## src/rtl/core/nlpt_pkg.sv

```systemverilog
`timescale 1ns / 1ps
// ----------------------------------------------------------------------------
// nlpt_pkg
// Shared types and constants of the node liveness poll table.
// ----------------------------------------------------------------------------
package nlpt_pkg;

  localparam int TABLE_ENTRIES = 32;
  localparam int IDX_W = (TABLE_ENTRIES > 1) ? $clog2(TABLE_ENTRIES) : 1;

  localparam logic CMD_TICK   = 1'b0;
  localparam logic CMD_PACKET = 1'b1;

  localparam logic [1:0] MSG_HELLO = 2'd0;
  localparam logic [1:0] MSG_DATA  = 2'd1;

  localparam logic [1:0] K_HELLO     = 2'd0;
  localparam logic [1:0] K_HELLO_ACK = 2'd1;
  localparam logic [1:0] K_DATA_ACK  = 2'd2;
  localparam logic [1:0] K_POLL      = 2'd3;

  localparam logic [2:0] REG_POLL_AGE     = 3'd0;
  localparam logic [2:0] REG_RESEND_LIMIT = 3'd1;
  localparam logic [2:0] REG_POLL_HOLDOFF = 3'd2;
  localparam logic [2:0] REG_HELLO_SECS   = 3'd3;
  localparam logic [2:0] REG_TICKS_PER_S  = 3'd4;

  typedef struct packed {
    logic        used;
    logic [15:0] age;
    logic [2:0]  resends;
    logic [7:0]  holdoff;
    logic [7:0]  addr_hi;
    logic [7:0]  addr_lo;
  } entry_t;

endpackage

```

## src/rtl/core/nlpt_cell.sv

```systemverilog
`timescale 1ns / 1ps
// ----------------------------------------------------------------------------
// nlpt_cell
// One table entry of the rotating ring; takes its neighbour's entry on shift.
// ----------------------------------------------------------------------------
module nlpt_cell (
  input  logic             clk,
  input  logic             rst,
  input  logic             shift,
  input  nlpt_pkg::entry_t d,
  output nlpt_pkg::entry_t q
);

  logic             used;
  nlpt_pkg::entry_t ent;

  always_ff @(posedge clk) begin
    if (rst) begin
      used <= 1'b0;
    end else if (shift) begin
      used <= d.used;
    end
  end

  always_ff @(posedge clk) begin
    if (shift) begin
      ent <= d;
    end
  end

  always_comb begin
    q      = ent;
    q.used = used;
  end

endmodule

```

## src/rtl/core/node_liveness_poll_table.sv

```systemverilog
`timescale 1ns / 1ps
// ----------------------------------------------------------------------------
// node_liveness_poll_table
// Sink node table: acks and polls senders, ages and evicts entries and broadcasts hello on ticks.
// ----------------------------------------------------------------------------
// channel  | handshake          | payload
// command  | start, busy        | cmd, length_ok, checksum_ok, msg_kind,
//          |                    | src_addr_hi, src_addr_lo
// result   | strobe (1 cycle)   | send_kind, dest_addr_hi, dest_addr_lo, last
// config   | cfg_we             | cfg_index, cfg_data
//
// Entries sit in a ring of cells that rotates one place a cycle during a pass;
// the controller edits the entry at the head. Update, test ticks: one pass.
// Poll tick: one pass and a drain step. Good hello/data packet: a search pass
// and a store pass. Other items need no pass. Results are registered; no stall is possible.
// Reset is synchronous; the table comes up empty.
// ----------------------------------------------------------------------------
module node_liveness_poll_table (
  input  logic        clk,
  input  logic        rst,
  input  logic        start,
  output logic        busy,
  input  logic        cmd,
  input  logic        length_ok,
  input  logic        checksum_ok,
  input  logic [1:0]  msg_kind,
  input  logic [7:0]  src_addr_hi,
  input  logic [7:0]  src_addr_lo,
  output logic        strobe,
  output logic [1:0]  send_kind,
  output logic [7:0]  dest_addr_hi,
  output logic [7:0]  dest_addr_lo,
  output logic        last,
  input  logic        cfg_we,
  input  logic [2:0]  cfg_index,
  input  logic [15:0] cfg_data
);

  localparam int N  = nlpt_pkg::TABLE_ENTRIES;
  localparam int IW = nlpt_pkg::IDX_W;
  localparam logic [IW-1:0] LAST_IDX = IW'(N - 1);

  typedef enum logic [4:0] {
    PH_HELLO  = 5'b00001,
    PH_UPDATE = 5'b00010,
    PH_TEST   = 5'b00100,
    PH_POLL   = 5'b01000,
    PH_WAIT   = 5'b10000
  } phase_t;

  typedef enum logic [2:0] {
    S_IDLE  = 3'b001,
    S_SCAN  = 3'b010,
    S_DRAIN = 3'b100
  } state_t;

  typedef enum logic [2:0] {
    OP_AGE, OP_TEST, OP_POLL, OP_FIND, OP_STORE
  } op_t;

  logic [15:0] poll_age_limit;
  logic [2:0]  resend_limit;
  logic [7:0]  poll_holdoff;
  logic [5:0]  hello_secs;
  logic [7:0]  ticks_per_second;

  state_t      state;
  phase_t      phase;
  op_t         op;
  logic [IW-1:0] cnt;
  logic [7:0]  tick_count;
  logic [5:0]  second_count;
  logic        any_out;
  logic        found;
  logic        free_seen;
  logic [IW-1:0] hit_idx;
  logic [IW-1:0] free_idx;
  logic [7:0]  pkt_hi;
  logic [7:0]  pkt_lo;
  logic        pend_valid;
  logic [7:0]  pend_hi;
  logic [7:0]  pend_lo;

  nlpt_pkg::entry_t ring [N];
  nlpt_pkg::entry_t head;
  nlpt_pkg::entry_t fb;
  logic             shift;
  logic             timed;
  logic             poll_now;
  logic             addr_match;

  logic [7:0]  tc_inc;
  logic [7:0]  tc_sel;
  logic        sec_elapsed;
  logic [5:0]  sc_inc;
  logic        to_hello;
  logic [IW-1:0] tgt_idx;
  logic        tgt_ok;

  assign busy  = (state != S_IDLE);
  assign shift = (state == S_SCAN);
  assign head  = ring[N-1];

  genvar g;
  generate
    for (g = 0; g < N; g++) begin : g_cell
      if (g == 0) begin : g_first
        nlpt_cell u_cell (.clk(clk), .rst(rst), .shift(shift), .d(fb), .q(ring[g]));
      end else begin : g_rest
        nlpt_cell u_cell (.clk(clk), .rst(rst), .shift(shift), .d(ring[g-1]),
                          .q(ring[g]));
      end
    end
  endgenerate

  assign timed      = head.used && (head.age >= poll_age_limit);
  assign addr_match = (head.addr_hi == pkt_hi) && (head.addr_lo == pkt_lo);
  assign tgt_idx    = found ? hit_idx : free_idx;
  assign tgt_ok     = found || free_seen;

  always_comb begin
    fb       = head;
    poll_now = 1'b0;
    case (op)
      OP_AGE: begin
        if (head.used && head.age != 16'hFFFF) fb.age = head.age + 16'd1;
      end
      OP_POLL: begin
        if (timed) begin
          if (head.resends >= resend_limit) begin
            fb.used = 1'b0;
          end else if (head.holdoff == 8'd0) begin
            fb.resends = head.resends + 3'd1;
            fb.holdoff = poll_holdoff;
            poll_now   = 1'b1;
          end else begin
            fb.holdoff = head.holdoff - 8'd1;
          end
        end
      end
      OP_STORE: begin
        if (tgt_ok && cnt == tgt_idx) begin
          fb.used    = 1'b1;
          fb.addr_hi = pkt_hi;
          fb.addr_lo = pkt_lo;
          fb.age     = 16'd0;
          fb.resends = 3'd0;
          fb.holdoff = 8'd0;
        end
      end
      default: ;
    endcase
  end

  // second check
  assign tc_inc      = (tick_count == 8'hFF) ? tick_count : tick_count + 8'd1;
  assign tc_sel      = (state == S_IDLE) ? tc_inc : tick_count;
  assign sec_elapsed = (tc_sel >= ticks_per_second);
  assign sc_inc      = (second_count == 6'h3F) ? second_count : second_count + 6'd1;
  assign to_hello    = (sc_inc >= hello_secs);

  always_ff @(posedge clk) begin
    if (rst) begin
      poll_age_limit   <= 16'd720;
      resend_limit     <= 3'd5;
      poll_holdoff     <= 8'd50;
      hello_secs       <= 6'd30;
      ticks_per_second <= 8'd10;
      state            <= S_IDLE;
      phase            <= PH_HELLO;
      tick_count       <= 8'd0;
      second_count     <= 6'd0;
      strobe           <= 1'b0;
      pend_valid       <= 1'b0;
    end else begin
      strobe <= 1'b0;
      if (cfg_we) begin
        unique case (cfg_index)
          nlpt_pkg::REG_POLL_AGE:     poll_age_limit   <= cfg_data;
          nlpt_pkg::REG_RESEND_LIMIT: resend_limit     <= cfg_data[2:0];
          nlpt_pkg::REG_POLL_HOLDOFF: poll_holdoff     <= cfg_data[7:0];
          nlpt_pkg::REG_HELLO_SECS:   hello_secs       <= cfg_data[5:0];
          nlpt_pkg::REG_TICKS_PER_S:  ticks_per_second <= cfg_data[7:0];
          default: ;
        endcase
      end
      unique case (state)
        S_IDLE: begin
          if (start) begin
            if (cmd == nlpt_pkg::CMD_TICK) begin
              tick_count <= (phase == PH_WAIT && sec_elapsed) ? 8'd0 : tc_inc;
              cnt        <= '0;
              unique case (phase)
                PH_HELLO: begin
                  strobe       <= 1'b1;
                  send_kind    <= nlpt_pkg::K_HELLO;
                  dest_addr_hi <= 8'd0;
                  dest_addr_lo <= 8'd0;
                  last         <= 1'b1;
                  phase        <= PH_UPDATE;
                end
                PH_UPDATE: begin
                  op    <= OP_AGE;
                  state <= S_SCAN;
                  phase <= PH_TEST;
                end
                PH_TEST: begin
                  op      <= OP_TEST;
                  any_out <= 1'b0;
                  state   <= S_SCAN;
                end
                PH_POLL: begin
                  op         <= OP_POLL;
                  pend_valid <= 1'b0;
                  state      <= S_SCAN;
                end
                PH_WAIT: begin
                  if (sec_elapsed) begin
                    if (to_hello) begin
                      second_count <= 6'd0;
                      phase        <= PH_HELLO;
                    end else begin
                      second_count <= sc_inc;
                      phase        <= PH_UPDATE;
                    end
                  end
                end
                default: ;
              endcase
            end else if (length_ok) begin
              if (!checksum_ok) begin
                strobe       <= 1'b1;
                send_kind    <= nlpt_pkg::K_POLL;
                dest_addr_hi <= src_addr_hi;
                dest_addr_lo <= src_addr_lo;
                last         <= 1'b1;
              end else if (msg_kind == nlpt_pkg::MSG_HELLO ||
                           msg_kind == nlpt_pkg::MSG_DATA) begin
                strobe       <= 1'b1;
                send_kind    <= (msg_kind == nlpt_pkg::MSG_HELLO) ?
                                nlpt_pkg::K_HELLO_ACK : nlpt_pkg::K_DATA_ACK;
                dest_addr_hi <= src_addr_hi;
                dest_addr_lo <= src_addr_lo;
                last         <= 1'b1;
                pkt_hi       <= src_addr_hi;
                pkt_lo       <= src_addr_lo;
                found        <= 1'b0;
                free_seen    <= 1'b0;
                op           <= OP_FIND;
                cnt          <= '0;
                state        <= S_SCAN;
              end
            end
          end
        end
        S_SCAN: begin
          cnt <= (cnt == LAST_IDX) ? '0 : cnt + 1'b1;
          case (op)
            OP_TEST: begin
              if (timed) any_out <= 1'b1;
            end
            OP_POLL: begin
              if (poll_now) begin
                if (pend_valid) begin
                  strobe       <= 1'b1;
                  send_kind    <= nlpt_pkg::K_POLL;
                  dest_addr_hi <= pend_hi;
                  dest_addr_lo <= pend_lo;
                  last         <= 1'b0;
                end
                pend_valid <= 1'b1;
                pend_hi    <= head.addr_hi;
                pend_lo    <= head.addr_lo;
              end
            end
            OP_FIND: begin
              if (!found) begin
                if (!head.used) begin
                  if (!free_seen) begin
                    free_seen <= 1'b1;
                    free_idx  <= cnt;
                  end
                end else if (addr_match) begin
                  found   <= 1'b1;
                  hit_idx <= cnt;
                end
              end
            end
            default: ;
          endcase
          if (cnt == LAST_IDX) begin
            case (op)
              OP_TEST: begin
                phase <= (any_out || timed) ? PH_POLL : PH_WAIT;
                state <= S_IDLE;
              end
              OP_POLL:  state <= S_DRAIN;
              OP_FIND:  op    <= OP_STORE;
              default:  state <= S_IDLE;
            endcase
          end
        end
        S_DRAIN: begin
          if (pend_valid) begin
            strobe       <= 1'b1;
            send_kind    <= nlpt_pkg::K_POLL;
            dest_addr_hi <= pend_hi;
            dest_addr_lo <= pend_lo;
            last         <= 1'b1;
          end
          pend_valid <= 1'b0;
          if (sec_elapsed) begin
            tick_count <= 8'd0;
            if (to_hello) begin
              second_count <= 6'd0;
              phase        <= PH_HELLO;
            end else begin
              second_count <= sc_inc;
              phase        <= PH_UPDATE;
            end
          end else begin
            phase <= PH_TEST;
          end
          state <= S_IDLE;
        end
        default: state <= S_IDLE;
      endcase
    end
  end

  // a result that is not the last of its transaction is followed by more work
  a_more_follows: assert property (@(posedge clk) disable iff (rst)
    strobe && !last |-> busy)
    else $error("non-final result while idle");

  a_hello_tick: assert property (@(posedge clk) disable iff (rst)
    start && !busy && cmd == nlpt_pkg::CMD_TICK && phase == PH_HELLO
    |=> strobe && send_kind == nlpt_pkg::K_HELLO && last)
    else $error("hello phase tick gave no broadcast");

  a_drain_exit: assert property (@(posedge clk) disable iff (rst)
    state == S_DRAIN |=> state == S_IDLE && !pend_valid)
    else $error("drain did not return to idle");

  a_scan_wrap: assert property (@(posedge clk) disable iff (rst)
    state == S_SCAN && cnt == LAST_IDX && op == OP_FIND |=> state == S_SCAN && cnt == '0)
    else $error("store pass did not follow search pass");

endmodule
```

## config.mk

```make
export PLATFORM = sky130hd
export DESIGN_NAME = node_liveness_poll_table
export DESIGN_NICKNAME = d
export VERILOG_FILES = /design/src/rtl/core/nlpt_pkg.sv /design/src/rtl/core/nlpt_cell.sv /design/src/rtl/core/node_liveness_poll_table.sv
export SDC_FILE = /design/constraint.sdc
export NUM_CORES = 1
export LEC_CHECK = 0
export BUFFER_PORTS_ARGS = -buffer_cell sky130_fd_sc_hd__buf_2
export CAP_MARGIN = 20
export CORE_MARGIN = 2
export CORE_UTILIZATION = 50
export CTS_CLUSTER_DIAMETER = 30
export CTS_CLUSTER_SIZE = 12
export DETAILED_ROUTE_END_ITERATION = 8
export PLACE_DENSITY = 0.72
export SLEW_MARGIN = 20
export SYNTH_ARGS = -nofsm -noshare
export SYNTH_HDL_FRONTEND = slang
export SYNTH_SLANG_ARGS = --single-unit
```

## constraint.sdc

```tcl
create_clock -name clk -period 80.5 [get_ports clk]
set_clock_uncertainty 0.2 [all_clocks]
set_input_delay 8.05 -clock clk [delete_from_list [all_inputs] [get_ports clk]]
set_output_delay 8.05 -clock clk [all_outputs]
set_load 0.005 [all_outputs]
```

==> impl_metrics.py <==
metrics = {
    "outcome": {
        "status": "finished clean",
    },
    "power": {
        "p_sw_mw": 0.427,
        "p_total_mw": 2.00,
        "peakVddDrop_mv": 0.0320,
        "intPower_mw": 1.57,
        "switching_share": 0.213,
        "p_per_area_mw_per_mm2": 33.1,
        "leakage_nw": 20.0,
        "seqPwrFrac": 0.466,
        "p_comb_frac": 0.030,
        "clkPwrFrac": 0.505,
    },
    "flow_run": {
        "cap_violations": 0,
    },
    "global_routing": {
        "overflow": 0,
        "grt_max_degree": 160,
        "grtUsageTotal": 0.157,
        "grt_pass1_vias": 21700,
        "grt_antenna_before_repair": 2,
        "grt_pass1_wl_mm": 124,
    },
    "synth": {
        "synth_nets": 2469,
        "postSynth.asyncResetShare": 0,
        "synth_enable_flop_cells": 1448,
        "ys_types": 78,
        "synth-seq-cells": 1545,
        "synthFlopType": "edfxtp_1",
        "syn_inst": 2385,
        "ys_seq_area_frac": 0.900,
        "ys_warn_count": 0,
        "synth_area_mm2": 0.0505,
        "synth.avg_cell_area_um2": 21.2,
    },
    "drt": {
        "drt_iter0_markers": 2167,
        "viasPerCell": 5.21,
        "wl_met2_mm": 36.7,
        "drc": 0,
        "drtAntennaViolNets": 0,
        "routed_wl_mm": 81.0,
        "vias": 21600,
        "wl_met1_mm": 38.1,
        "met3_length_mm": 4.29,
        "top_layer": "met5",
        "drtPass1Iterations": 5,
        "routedWlPerCell_um": 19.5,
    },
    "cells_and_area": {
        "layout_common_cells": "1448 x edfxtp_1, 222 x clkbuf_16, 192 x nand2_1, 97 x dfxtp_1, 85 x a21oi_1",
        "layout.cells.most_common": "edfxtp_1",
        "design_area_mm2": 0.0605,
        "layout-drive-gt1-share": 0.174,
        "nets": 2735,
        "syn2layout_area_growth_pct": 19.8,
    },
    "timing": {
        "period_needed_ns": 10.41,
        "max_freq_ghz": 0.0961,
        "worst_slew_pin_slew_ns": 1.09,
        "slew_viol_final": 0,
        "rsz0062_at_grt": "false",
        "fin_crit_sh": 0.129,
        "relSlewSlack": 0.277,
        "fin_setup_tns_ns": 0,
        "hold_viol": 0,
        "finalSetupViolCount": 0,
    },
    "hold_path": {
        "min_path_type": "flip-flop to flip-flop",
    },
    "setup_path": {
        "crit_type": "flip-flop to output pin",
        "rrSetupSlack_ns": 74.81,
        "path_max_fanout": 14,
        "worst_ep_arrival_time_ns": 2.16,
        "critical_path.startpoint_type": "flip-flop",
        "critPathCaptureType": "output pin",
        "critPathRequiredTime_ns": 72.25,
    },
    "clock_network": {
        "post_cts_buffers": 0,
        "tritoncts": "built",
        "h-tree-depth": 4,
        "cts_resized": 0,
        "cts_max_path_buffers": 3,
        "ctsHoldBuffers": 0,
        "cts.sinks": 1545,
        "clockRootBuffer": "clkbuf_16",
        "cts_buffers": 220,
        "clk_latency_ns": 0.80,
        "clk_pin_slew_ns": 0.06,
    },
    "floorplan": {
        "initial_utilization": 0.505,
        "rows": 116,
        "die_w_um": 322,
        "io_pins": 65,
        "die_h_um": 322,
        "dieArea_mm2": 0.103,
        "coreArea_mm2": 0.100,
    },
    "place": {
        "place_area_mm2": 0.0524,
        "hpwl_mm": 40.3,
        "port_buffers": 64,
        "gp_congestion": 0.796,
    },
}
[power groups by stage]
stage | Sequential (mW) | Clock, mW | Combinational (mW)
floorplan | 1.03 | 0 | 0.0416
global placement | 0.946 | 0 | 0.0576
detailed placement | 0.947 | 0 | 0.0596
CTS | 0.932 | 1.03 | 0.0598
global route | 0.934 | 1.07 | 0.0667
finish | 0.932 | 1.01 | 0.0597
[sequential cells by signal, indices dropped and copies added (netlist names), 2 cells and up]
signal	flops
free_idx	5
g_cell.g_first.u_cell.q	43
g_cell.g_rest.u_cell.q	1333
pend_lo	8
tick_count	8
hit_idx	5
second_count	6
op	3
pkt_hi	8
resend_limit	3
poll_holdoff	8
phase	5
hello_secs	6
send_kind	2
dest_addr_hi	8
g_cell.g_rest.u_cell.used	31
state	3
pend_hi	8
cnt	5
ticks_per_second	8
dest_addr_lo	8
pkt_lo	8
poll_age_limit	16
[final timing paths]
kind / start / endpoint / cells after the start
max: state[0] / busy / 4
min reg2reg: g_cell[18].g_rest.u_cell.q[42] / g_cell[19].g_rest.u_cell.q[42] / 0
min: g_cell[18].g_rest.u_cell.q[42] / g_cell[19].g_rest.u_cell.q[42] / 0
max reg2reg: state[1] / g_cell[15].g_rest.u_cell.q[29] / 6
[cells by family (layout without fill, tap and decap cells)]
| logic type | Yosys count | count (layout) | share of synthesized area |
|---|---|---|---|
| AOI/OAI and AO/OA | 226 | 226 | 0.0296 |
| xor gates and xnor gates | 32 | 32 | 0.00555 |
| adders and majority gates | 40 | 40 | 0.00992 |
| buffers and inverters | 99 | 558 | 0.00754 |
| DFF | 1545 | 1545 | 0.900 |
| muxes | 46 | 46 | 0.00957 |
| other | 0 | 3 | 0 |
| and+or+nand+nor | 397 | 397 | 0.0375 |
[cell type report]
class,instances,area [um^2]
Timing Repair Buffer,89,547
Antenna cell,3,7.51
Fill cell,6647,39500
Sequential cell,1545,45400
Clock buffer,240,5630
Inverter,54,213
Tap cell,1298,1620
Multi-Input combinational cell,741,4670
Clock inverter,175,2340
[worst max-delay path, stage by stage, from the launching register on]
cell     delay [ns]
dfxtp_1        0.45
nor2b_1        0.22
and2b_2        0.39
inv_4          0.14
buf_2          0.18
[synth_stat cells, types with 3 or more instances]
cell / instances / area, um^2
nand4_1: 13 / 81.3
a22o_1: 3 / 26.3
nor4_1: 5 / 31.3
nor2b_1: 8 / 50.1
dfxtp_1: 97 / 1940
nor2_1: 56 / 210
a31oi_1: 12 / 75.1
edfxtp_1: 1448 / 43500
a31o_2: 3 / 26.3
mux2_1: 15 / 169
a32o_1: 5 / 50.1
nand2b_1: 9 / 56.3
a211oi_1: 8 / 60.1
inv_1: 51 / 191
o221ai_1: 3 / 26.3
ha_1: 40 / 500
a21o_1: 6 / 45.0
xnor2_1: 26 / 228
buf_2: 5 / 25.0
clkbuf_1: 37 / 139
mux2_2: 3 / 33.8
o21ai_0: 42 / 210
or4_1: 4 / 30.0
nand2_1: 192 / 721
nor3b_1: 5 / 37.5
nand3_1: 41 / 205
o211a_1: 6 / 60.1
and2_1: 5 / 31.3
a221o_1: 5 / 50.1
or3_1: 3 / 18.8
buf_1: 3 / 11.3
o21a_1: 4 / 30.0
nand4b_1: 3 / 26.3
and3_1: 16 / 100
xor2_1: 6 / 52.6
o211ai_1: 13 / 97.6
mux2i_1: 28 / 280
nor3_1: 18 / 90.1
or2_2: 3 / 18.8
a21oi_1: 86 / 430
[layer usage]
| layer | vias to the layer above | GRT usage |
|---|---|---|
| li1 | 9901 | - |
| met4 | 2 | 0.0614 |
| met5 | - | 0 |
| met1 | 10900 | 0.231 |
| met3 | 165 | 0.0367 |
| met2 | 599 | 0.229 |
[per-stage QoR]
stage / worst slack, ns / std cells / util / hold slack [ns]
2_1_floorplan: 24.13 / 2385 / - / 0.200
3_3_place_gp: 69.78 / 3726 / 0.524 / 0.200
3_5_place_dp: 69.72 / 3726 / 0.524 / 0.205
4_1_cts: 70.01 / 4141 / 0.604 / 0.178
5_1_grt: 69.86 / 4142 / 0.604 / 0.181
6_report: 70.09 / 4145 / 0.605 / 0.180
Note: power is estimated with default switching activity, not from simulation.
